`src/rmpd_pkg.sv`:
```
// Package for the region motion press detector.
// Holds shared widths, limits, state codes and controller interface types.
`timescale 1ns / 1ps
`default_nettype none
package rmpd_pkg;
  localparam int NUM_KEYS  = 16;
  localparam int KEY_W     = 4;
  localparam int LABEL_W   = 5;
  localparam int ROW_W     = 9;
  localparam int COLOR_W   = 8;
  localparam int DIST_W    = 18;
  localparam int COUNT_W   = 19;
  localparam int SUM_W     = 28;
  localparam int CENT_W    = 17;
  localparam int MOVE_W    = 17;
  localparam int CFG_IDX_W = 2;
  localparam int CFG_DATA_W = 19;
  localparam int FRAC_W    = 8;
  localparam int DIVD_W    = SUM_W + FRAC_W;
  localparam int DIV_CNT_W = 6;
  localparam int ENTRY_W   = COUNT_W + SUM_W;

  localparam logic [COUNT_W-1:0] COUNT_MAX = '1;
  localparam logic [SUM_W-1:0]   SUM_MAX   = '1;
  localparam logic [CENT_W-1:0]  CENT_MAX  = '1;
  localparam logic [KEY_W-1:0]   LAST_KEY  = KEY_W'(NUM_KEYS - 1);
  localparam logic [DIV_CNT_W-1:0] DIV_STEPS = DIV_CNT_W'(DIVD_W);

  typedef enum logic [CFG_IDX_W-1:0] {
    CFG_THRESHOLD_SQ    = 2'd0,
    CFG_MIN_FRAME_MOTION = 2'd1,
    CFG_MIN_KEY_OVERLAP = 2'd2,
    CFG_MIN_MOVE_Q8     = 2'd3
  } cfg_index_t;

  typedef enum logic [2:0] {
    S_IDLE,
    S_PIX_RD,
    S_PIX_WR,
    S_EOF_RD,
    S_EOF_CHK,
    S_EOF_DIV,
    S_EOF_OUT
  } state_t;

  typedef struct packed {
    logic capture;
    logic k_zero;
    logic rd_pix;
    logic upd_pix;
    logic rd_key;
    logic chk_key;
    logic div_step;
    logic emit;
  } ctrl_cmd_t;

  typedef struct packed {
    logic has;
    logic div_done;
    logic out_free;
    logic k_last;
  } ctrl_status_t;
endpackage
`default_nettype wire

```
`src/rmpd_ram.sv`:
```
// Generic single write port RAM with one registered read port.
// Depends on nothing.
`timescale 1ns / 1ps
`default_nettype none
module rmpd_ram #(
  parameter int WIDTH = 8,
  parameter int DEPTH = 16
) (
  input  wire logic                     clk,
  input  wire logic                     wr_en,
  input  wire logic [$clog2(DEPTH)-1:0] wr_addr,
  input  wire logic [WIDTH-1:0]         wr_data,
  input  wire logic                     rd_en,
  input  wire logic [$clog2(DEPTH)-1:0] rd_addr,
  output logic      [WIDTH-1:0]         rd_data
);
  logic [WIDTH-1:0] mem [DEPTH];

  always_ff @(posedge clk) begin
    if (wr_en) begin
      mem[wr_addr] <= wr_data;
    end
    if (rd_en) begin
      rd_data <= mem[rd_addr];
    end
  end
endmodule
`default_nettype wire

```
`src/rmpd_ctrl.sv`:
```
// Controller state machine for the region motion press detector.
// Depends on rmpd_pkg.
`timescale 1ns / 1ps
`default_nettype none
module rmpd_ctrl (
  input  wire logic                  clk,
  input  wire logic                  rst,
  input  wire logic                  in_valid,
  input  wire logic                  operation,
  output logic                       in_stall,
  output rmpd_pkg::ctrl_cmd_t        cmd,
  input  wire rmpd_pkg::ctrl_status_t status
);
  import rmpd_pkg::*;

  state_t state, state_next;

  always_ff @(posedge clk) begin
    if (rst) begin
      state <= S_IDLE;
    end else begin
      state <= state_next;
    end
  end

  always_comb begin
    state_next = state;
    cmd = '0;
    in_stall = 1'b1;
    case (state)
      S_IDLE: begin
        in_stall = 1'b0;
        if (in_valid) begin
          cmd.capture = 1'b1;
          if (operation) begin
            cmd.k_zero = 1'b1;
            state_next = S_EOF_RD;
          end else begin
            state_next = S_PIX_RD;
          end
        end
      end
      S_PIX_RD: begin
        cmd.rd_pix = 1'b1;
        state_next = S_PIX_WR;
      end
      S_PIX_WR: begin
        cmd.upd_pix = 1'b1;
        state_next = S_IDLE;
      end
      S_EOF_RD: begin
        cmd.rd_key = 1'b1;
        state_next = S_EOF_CHK;
      end
      S_EOF_CHK: begin
        cmd.chk_key = 1'b1;
        state_next = status.has ? S_EOF_DIV : S_EOF_OUT;
      end
      S_EOF_DIV: begin
        if (status.div_done) begin
          state_next = S_EOF_OUT;
        end else begin
          cmd.div_step = 1'b1;
        end
      end
      S_EOF_OUT: begin
        if (status.out_free) begin
          cmd.emit = 1'b1;
          state_next = status.k_last ? S_IDLE : S_EOF_RD;
        end
      end
      default: begin
        state_next = S_IDLE;
      end
    endcase
  end
endmodule
`default_nettype wire

```
`src/rmpd_datapath.sv`:
```
// Datapath: configuration, motion test, per-key accumulation RAM, divider and
// result register. Depends on rmpd_pkg and rmpd_ram.
`timescale 1ns / 1ps
`default_nettype none
module rmpd_datapath (
  input  wire logic                              clk,
  input  wire logic                              rst,
  input  wire logic                              cfg_write_en,
  input  wire logic [rmpd_pkg::CFG_IDX_W-1:0]    cfg_index,
  input  wire logic [rmpd_pkg::CFG_DATA_W-1:0]   cfg_data,
  input  wire logic [rmpd_pkg::COLOR_W-1:0]      cur_red,
  input  wire logic [rmpd_pkg::COLOR_W-1:0]      cur_green,
  input  wire logic [rmpd_pkg::COLOR_W-1:0]      cur_blue,
  input  wire logic [rmpd_pkg::COLOR_W-1:0]      old_red,
  input  wire logic [rmpd_pkg::COLOR_W-1:0]      old_green,
  input  wire logic [rmpd_pkg::COLOR_W-1:0]      old_blue,
  input  wire logic                              in_region,
  input  wire logic [rmpd_pkg::LABEL_W-1:0]      key_label,
  input  wire logic [rmpd_pkg::ROW_W-1:0]        row,
  input  wire rmpd_pkg::ctrl_cmd_t               cmd,
  output rmpd_pkg::ctrl_status_t                 status,
  output logic                                   out_valid,
  input  wire logic                              out_stall,
  output logic      [rmpd_pkg::KEY_W-1:0]        key_index,
  output logic                                   pressed,
  output logic                                   has_centroid,
  output logic      [rmpd_pkg::CENT_W-1:0]       centroid_q8,
  output logic                                   last_key
);
  import rmpd_pkg::*;

  logic [DIST_W-1:0]  threshold_sq;
  logic [COUNT_W-1:0] min_frame_motion;
  logic [COUNT_W-1:0] min_key_overlap;
  logic [MOVE_W-1:0]  min_move_q8;

  logic [COLOR_W-1:0] cr, cg, cb, orr, og, ob;
  logic               region_q;
  logic [LABEL_W-1:0] label_q;
  logic [ROW_W-1:0]   row_q;
  logic               moving_q;

  logic [COUNT_W-1:0] frame_count;
  logic [NUM_KEYS-1:0] key_valid;
  logic               rd_valid_q;
  logic [KEY_W-1:0]   k;

  logic               ram_wr_en;
  logic [ENTRY_W-1:0] ram_wr_data;
  logic               ram_rd_en;
  logic [KEY_W-1:0]   ram_rd_addr;
  logic [ENTRY_W-1:0] ram_rd_data;
  logic [COUNT_W-1:0] ent_cnt;
  logic [SUM_W-1:0]   ent_sum;

  logic [COUNT_W-1:0] cnt_q;
  logic [COUNT_W-1:0] rem;
  logic [DIVD_W-1:0]  quo;
  logic [DIV_CNT_W-1:0] div_cnt;
  logic               has_q;

  logic [CENT_W-1:0] last_cent [NUM_KEYS];
  logic [NUM_KEYS-1:0] last_valid;

  logic [DIST_W-1:0]  color_dist;
  logic [COUNT_W-1:0] cnt_new;
  logic [SUM_W:0]     sum_wide;
  logic [SUM_W-1:0]   sum_new;
  logic [COUNT_W:0]   rem_sh;
  logic [CENT_W-1:0]  cent;
  logic [CENT_W:0]    limit;
  logic               has_comb;

  function automatic logic [2*COLOR_W-1:0] sq_diff(input logic [COLOR_W-1:0] a,
                                                   input logic [COLOR_W-1:0] b);
    logic [COLOR_W-1:0] d;
    d = (a > b) ? a - b : b - a;
    return d * d;
  endfunction

  always_ff @(posedge clk) begin
    if (rst) begin
      threshold_sq     <= DIST_W'(900);
      min_frame_motion <= COUNT_W'(50);
      min_key_overlap  <= COUNT_W'(50);
      min_move_q8      <= MOVE_W'(512);
    end else if (cfg_write_en) begin
      case (cfg_index)
        CFG_THRESHOLD_SQ:     threshold_sq     <= cfg_data[DIST_W-1:0];
        CFG_MIN_FRAME_MOTION: min_frame_motion <= cfg_data[COUNT_W-1:0];
        CFG_MIN_KEY_OVERLAP:  min_key_overlap  <= cfg_data[COUNT_W-1:0];
        CFG_MIN_MOVE_Q8:      min_move_q8      <= cfg_data[MOVE_W-1:0];
        default: ;
      endcase
    end
  end

  always_ff @(posedge clk) begin
    if (cmd.capture) begin
      cr <= cur_red;
      cg <= cur_green;
      cb <= cur_blue;
      orr <= old_red;
      og <= old_green;
      ob <= old_blue;
      region_q <= in_region;
      label_q <= key_label;
      row_q <= row;
    end
    if (cmd.rd_pix) begin
      moving_q <= (color_dist > threshold_sq) && region_q;
    end
  end

  assign color_dist = DIST_W'(sq_diff(cr, orr)) + DIST_W'(sq_diff(cg, og))
                    + DIST_W'(sq_diff(cb, ob));

  assign ram_rd_en   = cmd.rd_pix || cmd.rd_key;
  assign ram_rd_addr = cmd.rd_pix ? label_q[KEY_W-1:0] : k;

  rmpd_ram #(
    .WIDTH(ENTRY_W),
    .DEPTH(NUM_KEYS)
  ) u_ram (
    .clk    (clk),
    .wr_en  (ram_wr_en),
    .wr_addr(label_q[KEY_W-1:0]),
    .wr_data(ram_wr_data),
    .rd_en  (ram_rd_en),
    .rd_addr(ram_rd_addr),
    .rd_data(ram_rd_data)
  );

  assign ent_cnt = rd_valid_q ? ram_rd_data[ENTRY_W-1:SUM_W] : '0;
  assign ent_sum = rd_valid_q ? ram_rd_data[SUM_W-1:0] : '0;
  assign cnt_new = (ent_cnt == COUNT_MAX) ? COUNT_MAX : ent_cnt + COUNT_W'(1);
  assign sum_wide = {1'b0, ent_sum} + (SUM_W + 1)'(row_q);
  assign sum_new = sum_wide[SUM_W] ? SUM_MAX : sum_wide[SUM_W-1:0];
  assign ram_wr_en = cmd.upd_pix && moving_q && !label_q[LABEL_W-1];
  assign ram_wr_data = {cnt_new, sum_new};

  assign has_comb = (frame_count > min_frame_motion) && (ent_cnt > min_key_overlap)
                  && (ent_cnt != '0);
  assign rem_sh = {rem, quo[DIVD_W-1]};
  assign cent = !has_q ? '0 :
                (quo[DIVD_W-1:CENT_W] != '0) ? CENT_MAX : quo[CENT_W-1:0];
  assign limit = {1'b0, last_cent[k]} + (CENT_W + 1)'(min_move_q8);

  always_ff @(posedge clk) begin
    if (rst) begin
      frame_count <= '0;
      key_valid <= '0;
      last_valid <= '0;
      out_valid <= 1'b0;
      k <= '0;
    end else begin
      if (ram_rd_en) begin
        rd_valid_q <= key_valid[ram_rd_addr];
      end
      if (cmd.upd_pix && moving_q) begin
        if (frame_count != COUNT_MAX) begin
          frame_count <= frame_count + COUNT_W'(1);
        end
        if (!label_q[LABEL_W-1]) begin
          key_valid[label_q[KEY_W-1:0]] <= 1'b1;
        end
      end
      if (cmd.k_zero) begin
        k <= '0;
      end
      if (cmd.emit) begin
        out_valid <= 1'b1;
        key_index <= k;
        has_centroid <= has_q;
        centroid_q8 <= cent;
        pressed <= has_q && last_valid[k] && ({1'b0, cent} > limit);
        last_key <= (k == LAST_KEY);
        last_cent[k] <= cent;
        last_valid[k] <= has_q;
        key_valid[k] <= 1'b0;
        if (k == LAST_KEY) begin
          frame_count <= '0;
        end else begin
          k <= k + KEY_W'(1);
        end
      end else if (!out_stall) begin
        out_valid <= 1'b0;
      end
    end
  end

  always_ff @(posedge clk) begin
    if (cmd.chk_key) begin
      has_q <= has_comb;
      cnt_q <= ent_cnt;
      quo <= {ent_sum, FRAC_W'(0)};
      rem <= '0;
      div_cnt <= '0;
    end else if (cmd.div_step) begin
      div_cnt <= div_cnt + DIV_CNT_W'(1);
      if (rem_sh >= {1'b0, cnt_q}) begin
        rem <= COUNT_W'(rem_sh - {1'b0, cnt_q});
        quo <= {quo[DIVD_W-2:0], 1'b1};
      end else begin
        rem <= rem_sh[COUNT_W-1:0];
        quo <= {quo[DIVD_W-2:0], 1'b0};
      end
    end
  end

  assign status.has = has_comb;
  assign status.div_done = (div_cnt == DIV_STEPS);
  assign status.out_free = !out_valid || !out_stall;
  assign status.k_last = (k == LAST_KEY);
endmodule
`default_nettype wire

```
`src/region_motion_press_detector.sv`:
```
// Pixel transaction: after acceptance the controller passes S_PIX_RD and
// S_PIX_WR before the next is accepted. End-of-frame transaction: per key
// S_EOF_RD, S_EOF_CHK, S_EOF_DIV if it gets a centroid, and S_EOF_OUT, which
// waits out any output stall; after the last key, back to S_IDLE. The serial
// divider makes one quotient bit per cycle. Synchronous reset clears the motion
// counter, k, valid flags and out_valid, and loads the configuration defaults.
`timescale 1ns / 1ps
`default_nettype none
module region_motion_press_detector (
  input  wire logic                             clk,
  input  wire logic                             rst,
  input  wire logic                             cfg_write_en,
  input  wire logic [rmpd_pkg::CFG_IDX_W-1:0]   cfg_index,
  input  wire logic [rmpd_pkg::CFG_DATA_W-1:0]  cfg_data,
  input  wire logic                             in_valid,
  output logic                                  in_stall,
  input  wire logic                             operation,
  input  wire logic [rmpd_pkg::COLOR_W-1:0]     cur_red,
  input  wire logic [rmpd_pkg::COLOR_W-1:0]     cur_green,
  input  wire logic [rmpd_pkg::COLOR_W-1:0]     cur_blue,
  input  wire logic [rmpd_pkg::COLOR_W-1:0]     old_red,
  input  wire logic [rmpd_pkg::COLOR_W-1:0]     old_green,
  input  wire logic [rmpd_pkg::COLOR_W-1:0]     old_blue,
  input  wire logic                             in_region,
  input  wire logic [rmpd_pkg::LABEL_W-1:0]     key_label,
  input  wire logic [rmpd_pkg::ROW_W-1:0]       row,
  output logic                                  out_valid,
  input  wire logic                             out_stall,
  output logic      [rmpd_pkg::KEY_W-1:0]       key_index,
  output logic                                  pressed,
  output logic                                  has_centroid,
  output logic      [rmpd_pkg::CENT_W-1:0]      centroid_q8,
  output logic                                  last_key
);
  import rmpd_pkg::*;

  ctrl_cmd_t    cmd;
  ctrl_status_t status;

  rmpd_ctrl u_ctrl (
    .clk      (clk),
    .rst      (rst),
    .in_valid (in_valid),
    .operation(operation),
    .in_stall (in_stall),
    .cmd      (cmd),
    .status   (status)
  );

  rmpd_datapath u_datapath (
    .clk         (clk),
    .rst         (rst),
    .cfg_write_en(cfg_write_en),
    .cfg_index   (cfg_index),
    .cfg_data    (cfg_data),
    .cur_red     (cur_red),
    .cur_green   (cur_green),
    .cur_blue    (cur_blue),
    .old_red     (old_red),
    .old_green   (old_green),
    .old_blue    (old_blue),
    .in_region   (in_region),
    .key_label   (key_label),
    .row         (row),
    .cmd         (cmd),
    .status      (status),
    .out_valid   (out_valid),
    .out_stall   (out_stall),
    .key_index   (key_index),
    .pressed     (pressed),
    .has_centroid(has_centroid),
    .centroid_q8 (centroid_q8),
    .last_key    (last_key)
  );
endmodule
`default_nettype wire

```
`config.mk`:
```
export PLATFORM = sky130hd
export DESIGN_NAME = region_motion_press_detector
export DESIGN_NICKNAME = d
export VERILOG_FILES = /design/src/rmpd_pkg.sv /design/src/rmpd_ram.sv /design/src/rmpd_ctrl.sv /design/src/rmpd_datapath.sv /design/src/region_motion_press_detector.sv
export SDC_FILE = /design/constraint.sdc
export NUM_CORES = 2
export LEC_CHECK = 0
export ABC_CLOCK_PERIOD_IN_PS = 13800
export BUFFER_PORTS_ARGS = -buffer_cell sky130_fd_sc_hd__buf_2
export CORE_UTILIZATION = 35
export CTS_BUF_LIST = sky130_fd_sc_hd__clkbuf_8
export CTS_CLUSTER_DIAMETER = 60
export DETAILED_ROUTE_END_ITERATION = 12
export PLACE_DENSITY = 0.55
export SYNTH_ARGS = -nofsm -noshare
export SYNTH_HDL_FRONTEND = slang
export SYNTH_SLANG_ARGS = --single-unit
```
`constraint.sdc`:
```
create_clock -name clk -period 13.8 [get_ports clk]
set_clock_uncertainty 0.05 [all_clocks]
set_input_delay 1.38 -clock clk [delete_from_list [all_inputs] [get_ports clk]]
set_output_delay 1.38 -clock clk [all_outputs]
set_load 0.005 [all_outputs]
```
### Word level (Yosys, flattened, before mapping)

Memory sizes are Yosys's and may differ from the RTL's. A register that Yosys moved wholly into a read port is not among the register bits.
Cells that the tools add are included.

* memory bits (read-only): 0
* memory bits (writable): 1024
* bits in latches: 0
* word-level logic and storage cells: 173
* register bits after elaboration: 302
* output and inout port bits: 26
* memories kept: 2

Memories
* u_datapath.u_ram.mem: depth 16, bits a word 47, rd ports 1, clocked after Yosys merged registers in 1, write ports 1, RTL line rmpd_ram.sv:17 `logic [WIDTH-1:0] mem [DEPTH];`
* u_datapath.last_cent: depth 16, bits a word 17, rd ports 1, clocked after Yosys merged registers in 1, write ports 1, RTL line rmpd_datapath.sv:62 `logic [CENT_W-1:0] last_cent [NUM_KEYS];`

* div/mod/pow operators: 0
* multiply operators: 3
* equal/unequal tests: 17
* $lt $le $gt $ge: 13
* add/sub/neg operators: 15
* reductions and logical operators: 26
* shift operators: 0
* bitwise gates (word level): 4
* mux-type cells: 61

Operator list (number)
* 19-bit two-way mux: 7
* 36-bit two-way mux: 2
* 16-bit two-way mux: 4
* 28-bit two-way mux: 2
* 8-bit by 8-bit multiplier with 16-bit output: 3
* 8-bit subtractor: 6
* 19-bit by 1-bit adder with 19-bit output, second input constant: 2
* 19-bit greater-than comparator: 2
* 19-bit nonzero test: 2
* 17-bit two-way mux: 2
* 28-bit by 9-bit adder with 29-bit output: 1
* 8-bit greater-than comparator: 3
* 8-bit two-way mux: 3
* 1-bit two-way mux: 22
* 20-bit by 19-bit >= comparator with 1-bit output: 1
* 4-bit two-way mux: 5
* 19-bit == test, second input constant: 1
* 19-bit inequality test, second input constant: 1
* 19-bit subtractor: 1
* 17-bit by 17-bit adder with 18-bit output: 1
* 18-bit by 16-bit adder with 18-bit output: 1
* 17-bit by 18-bit greater-than comparator with 1-bit output: 1
* 18-bit greater-than comparator: 1
* 3-bit case mux with 6 select lines: 1
* 31 further kinds: 64

### Longest topological paths before layout

* depth after elaboration: 10
* depth in mapped cells: 49
* mapped depth without buffers: 48

### Modules after synthesis

Synthesis repeated with hierarchy kept, for this count alone.

* cell total of the unflattened synthesis: 4227
* area total of the unflattened synthesis: 63679.8 µm²

Modules (own cells, without submodules)
* rmpd_datapath: instances 1, area each 33787.4 µm², cells each 2971, sequential area each 15524.9 µm²
* rmpd_ram: instances 1, area each 29600.9 µm², cells each 1217, sequential area each 23993.0 µm²
* rmpd_ctrl: instances 1, area each 291.5 µm², cells each 39, sequential area each 60.1 µm²

### Worst setup path before layout

Ideal clock, no wire load.

* path kind: reg-to-reg
* start: register u_datapath.cr[0]
* end: register u_datapath.moving_q (data pin)
* cell stages (with the launch flop): 46
* setup slack: 2603 ps
* data arrival time: 10879 ps
* library setup time: 268 ps
* required time: 13482 ps
* clock period less this slack: 11197 ps
* path buffers: 0
* cell sequence: edfxtp_1 -> inv_1 -> ha_1 -> inv_1 -> fa_1 -> a211oi_1 -> o21ai_1 -> a31o_2 -> a221oi_1 -> o311ai_1 -> a221oi_2 -> xor2_1 -> nor2_1 -> fa_1 -> inv_1 -> fa_1 -> fa_1 -> inv_1 -> [10 not listed] -> inv_1 -> fa_1 -> inv_1 -> fa_1 -> inv_1 -> ha_1 -> inv_1 -> o21bai_1 -> a31o_2 -> a41oi_1 -> a221oi_1 -> o311ai_0 -> ha_1 -> nand2_1 -> nor2_1 -> nand4_1 -> o31ai_1 -> a21oi_1

* word-level cells in the longest chain between the ends: 7
* elaborated cells on any way between the ends: 9
* classes of those cells: add/sub (4); mul (1); order compare (2); mux (1); reduce/logical (1)

Ends and longest elaborated chain
* start: declaration: RTL line rmpd_datapath.sv:37 `logic [COLOR_W-1:0] cr, cg, cb, orr, og, ob;`
* start signal: assignment: RTL line rmpd_datapath.sv:100 `cr <= cur_red;`
* 8-bit subtractor / 8-bit greater-than comparator (equally long branches): RTL line rmpd_datapath.sv:77 `d = (a > b) ? a - b : b - a;`
* 8-bit two-way mux *: RTL line rmpd_datapath.sv:77
* 8-bit by 8-bit multiplier with 16-bit output *: RTL line rmpd_datapath.sv:78 `return d * d;`
* 16-bit by 16-bit adder with 17-bit output *: RTL line rmpd_datapath.sv:115 `assign color_dist = DIST_W'(sq_diff(cr, orr)) + DIST_W'(sq_diff(cg, og))`
* 18-bit by 16-bit adder with 18-bit output *: RTL line rmpd_datapath.sv:116 `+ DIST_W'(sq_diff(cb, ob));`
* 18-bit greater-than comparator *: RTL line rmpd_datapath.sv:111 `moving_q <= (color_dist > threshold_sq) && region_q;`
* 1-bit logical AND *: RTL line rmpd_datapath.sv:111
* end signal: assignment: RTL line rmpd_datapath.sv:111
* end: declaration: RTL line rmpd_datapath.sv:41 `logic moving_q;`

Mark *: on every way between the ends. The rest lies on a longest branch, timed or not.
A chain may end at the register's enable or synchronous reset.

### Final worst setup path

Ends and elaborated chain as after synthesis.

==> impl_summary.txt <==
----------------------------------------------------
[Routing]
  Routed wirelength normalized by instance count ... 22.5 um
  Vias per cell ... 5.19
  Sum of routed wire length over all layers ... 163,000 um
  Initial detailed-routing violation count ... 3,032
  DR DRC count ... 0
  First-pass iteration count of the detailed router ... 5
  Antenna Violating Nets Remaining ... 0
  Total number of vias ... 37,600

[Yosys]
  Dominant cell by count in the synthesized netlist ... sky130_fd_sc_hd__edfxtp_1
  EDFF count, synth ... 1,208
  Share of the synthesized area in the top cell type ... 0.565
  Leading post-synthesis cells by cell area ... sky130_fd_sc_hd__edfxtp_1, sky130_fd_sc_hd__mux4_2, sky130_fd_sc_hd__ha_1
  Share of flip-flops with an asynchronous set or reset after synthesis ... 0
  Synth Warn # ... 0
  Count of different cell masters after synthesis ... 87
  Top_reg_cell synth ... sky130_fd_sc_hd__edfxtp_1
  Post-synthesis cell type with the largest combined area ... sky130_fd_sc_hd__edfxtp_1
  Syn avg cell area ... 14.6 um2
  Synthesized area ... 64,200 um2
  Leading cell types by count after synthesis ... sky130_fd_sc_hd__edfxtp_1, sky130_fd_sc_hd__nand2_1, sky130_fd_sc_hd__inv_1, sky130_fd_sc_hd__mux4_2, sky130_fd_sc_hd__ha_1
  Sequential fraction of the synthesis area ... 0.616
  Number of nets in the synthesized netlist ... 4,879
  Flop and latch count out of synthesis ... 1,373
  Instance count of the mapped netlist ... 4,397

[Placed design]
  Pre-CTS worst setup slack ... 1.60 ns
  HPWL after DPL ... 99,300 um
  Weighted congestion reported at the end of routability-driven placement ... 0.851
  Port-buffer cells ... 115

[Clocking]
  Worst-case clock buffer depth ... 3
  Clock slew at the register clock pins of the worst setup and hold paths ... 0.06 ns
  Clock Sink Count ... 1,373
  Cts-stage hold buffer count ... 0
  TritonCTS clock tree ... built
  Post-CTS repair timing setup buffer count ... 0
  Clock buffers created by TritonCTS ... 228
  Post-cts sizing count ... 0
  Max H-tree Level ... 4
  Root buf cell ... sky130_fd_sc_hd__clkbuf_8
  Clock latency of the later-clocked register in the worst-skew pair ... 0.96 ns

[Die]
  Core Area ... 182,000 um2
  Number of placement rows ... 156
  Top-Level Pins ... 116
  Die Span X ... 430 um
  Die span in y ... 430 um
  Initial Utilization ... 0.354
  Die area ... 185,000 um2

[Timing]
  Maximum operating frequency ... 81.5 MHz
  Pins over their slew limit ... 0
  Worst slew margin relative to its limit ... 0.0992
  Hold Violations, Final ... 0
  RSZ-0062 raised after global routing ... no
  Final setup fails ... 0
  Worst-case setup margin in the final layout ... 1.53 ns
  Crit path time final ... 12.27 ns
  Final sum of negative setup slack ... 0 ns
  Post-Route Hold Slack ... 0.405 ns
  Slew @ Worst Pin ... 1.35 ns
  Tcrit/Tclk final ... 0.889

[Setup path]
  Sort of element at the end of the critical path ... flip-flop
  Type of element launching the critical path ... flip-flop
  Setup crit start ... u_datapath.cr[0]
  Library cell contributing the largest single delay on the critical path ... sky130_fd_sc_hd__o311ai_1
  FF-to-FF path depth ... 44
  Critical Setup Path Class ... reg2reg
  Most frequent cell on the critical path ... sky130_fd_sc_hd__fa_1
  Reg-to-Reg Start ... u_datapath.cr[0]
  End point of the critical path ... u_datapath.moving_q
  R2r setup slk ... 1.53 ns
  Critical path data required time ... 14.44 ns
  Stage delay of the slowest cell on the critical path ... 0.60 ns
  Highest fanout seen on the critical path ... 10
  Data arrival time of the critical path ... 12.91 ns
  Crit Reg-Reg Endpoint ... u_datapath.moving_q

[Finish]
  NumNets Final ... 5,152
  Fraction of final layout cells sized beyond drive strength 1 ... 0.180
  Relative area change from synthesis to final layout ... 12.8%
  Final core occ ... 0.399

[Global routing]
  Antenna violations before repair ... 5
  First-pass GRT wire length ... 243,000 um
  Highest-utilization routing layer at the global route stage ... met2
  GRT Total Usage ... 0.175
  Remaining global-route overflow ... 0
  Via count of the first global-routing pass ... 38,100
  Met1 Use GR ... 0.234
  Global-route track usage on met2 ... 0.293
  Grt met3 use ... 0.0312
  Maximum number of pins on one net before global-route repair ... 109

[Min path]
  Path class of the lowest-slack min-delay path ... reg2reg
  Number of instances on the worst hold path ... 2

[Run]
  Max-cap viol count ... 0

[Run status]
  Outcome ... completed

----------------------------------------------------
logic make-up (layout without fill, tap and decap cells):
family | after synthesis | in the layout | share of synthesized area
adders and majority gates | 392 | 392 | 0.0911
AOI/OAI and AO/OA | 589 | 589 | 0.0606
muxes | 331 | 331 | 0.107
DFF | 1373 | 1373 | 0.616
other | 0 | 3 | 0
and+or+nand+nor | 1042 | 1042 | 0.0751
buffers and inverters | 540 | 1004 | 0.0323
xor gates and xnor gates | 130 | 130 | 0.0178
cell usage in the layout (no fill, tap or decap), types with 10 or more instances in the layout:
master                     instances
sky130_fd_sc_hd__a211oi_1         61
sky130_fd_sc_hd__a21o_1           47
sky130_fd_sc_hd__a21oi_1         164
sky130_fd_sc_hd__a22o_1           28
sky130_fd_sc_hd__a31oi_1          55
sky130_fd_sc_hd__and2_1           84
sky130_fd_sc_hd__and3_1           27
sky130_fd_sc_hd__buf_2           114
sky130_fd_sc_hd__buf_4           103
sky130_fd_sc_hd__clkbuf_8        236
sky130_fd_sc_hd__clkinv_1         75
sky130_fd_sc_hd__clkinv_2         33
sky130_fd_sc_hd__dfxtp_1         161
sky130_fd_sc_hd__edfxtp_1       1208
sky130_fd_sc_hd__fa_1            126
sky130_fd_sc_hd__ha_1            266
sky130_fd_sc_hd__inv_1           414
sky130_fd_sc_hd__mux2i_1          39
sky130_fd_sc_hd__mux4_2          282
sky130_fd_sc_hd__nand2_1         410
sky130_fd_sc_hd__nand2b_1         27
sky130_fd_sc_hd__nand3_1          61
sky130_fd_sc_hd__nand4_1          32
sky130_fd_sc_hd__nor2_1          219
sky130_fd_sc_hd__nor2_2           10
sky130_fd_sc_hd__nor2_4           15
sky130_fd_sc_hd__nor2b_1          26
sky130_fd_sc_hd__nor3_1           45
sky130_fd_sc_hd__nor4_1           19
sky130_fd_sc_hd__o211a_1          15
sky130_fd_sc_hd__o211ai_1         17
sky130_fd_sc_hd__o21a_1           15
sky130_fd_sc_hd__o21ai_0          93
sky130_fd_sc_hd__or3_1            15
sky130_fd_sc_hd__xnor2_1          67
sky130_fd_sc_hd__xor2_1           62
stage by stage:
stage	cell area, um2	cells
final	72400	7234
after global routing	72400	7234
after CTS	72400	7230
after detailed placement	68100	6809
after global placement	68100	6809
after floorplan	64200	4397
worst min path at each step:
| stage | to | slack, ns | from |
|---|---|---|---|
| floorplan | u_datapath.key_index[2] | 0.36 | u_datapath.k[2] |
| global placement | u_datapath.last_valid[10] | 0.39 | u_datapath.last_valid[10] |
| detailed placement | u_datapath.last_valid[10] | 0.40 | u_datapath.last_valid[10] |
| CTS | u_datapath.last_valid[9] | 0.41 | u_datapath.last_valid[9] |
| global route | u_datapath.last_valid[8] | 0.42 | u_datapath.last_valid[8] |
| finish | u_datapath.min_frame_motion[10] | 0.41 | u_datapath.min_frame_motion[10] |
routing by layer:
layer	up-vias	share of wire
li1	17000	-
met1	19300	0.43
met2	988	0.49
met3	224	0.053
met4	2	0.020
met5	-	0.000080
cell type report:
class	instances	area (um2)
multi-input combinational	2484	22800
sequential	1373	39600
fill	16900	109000
antenna	3	7.51
clock buffer	236	3250
tap	2370	2970
timing repair buffer	219	1380
clock inverter	185	1030
inverter	364	1370
worst max-delay path: cells and delay by family, from the launching register on:
family / cells / cell delay [ns]
buffers and inverters: 9 / 0.47
AND/OR/NAND/NOR: 4 / 0.41
AO/OA/AOI/OAI: 14 / 3.46
flip-flops: 1 / 0.38
XOR/XNOR: 2 / 0.66
adder cells (fa/ha/maj): 15 / 6.55
state kept, by name, indices dropped and copies added (netlist names), 5 cells and up:
name	cells
u_datapath.cb	8
u_datapath.centroid_q8	17
u_datapath.cg	8
u_datapath.cnt_q	19
u_datapath.cr	8
u_datapath.div_cnt	6
u_datapath.frame_count	19
u_datapath.key_valid	16
u_datapath.label_q	5
u_datapath.last_cent	272
u_datapath.last_valid	16
u_datapath.min_frame_motion	19
u_datapath.min_key_overlap	19
u_datapath.min_move_q8	17
u_datapath.ob	8
u_datapath.og	8
u_datapath.orr	8
u_datapath.quo	36
u_datapath.rem	19
u_datapath.row_q	9
u_datapath.threshold_sq	18
u_datapath.u_ram.mem	752
u_datapath.u_ram.rd_data	47
Power is not shown: default switching activity piles up to over one toggle a cycle in this logic, so the estimate is an artifact.
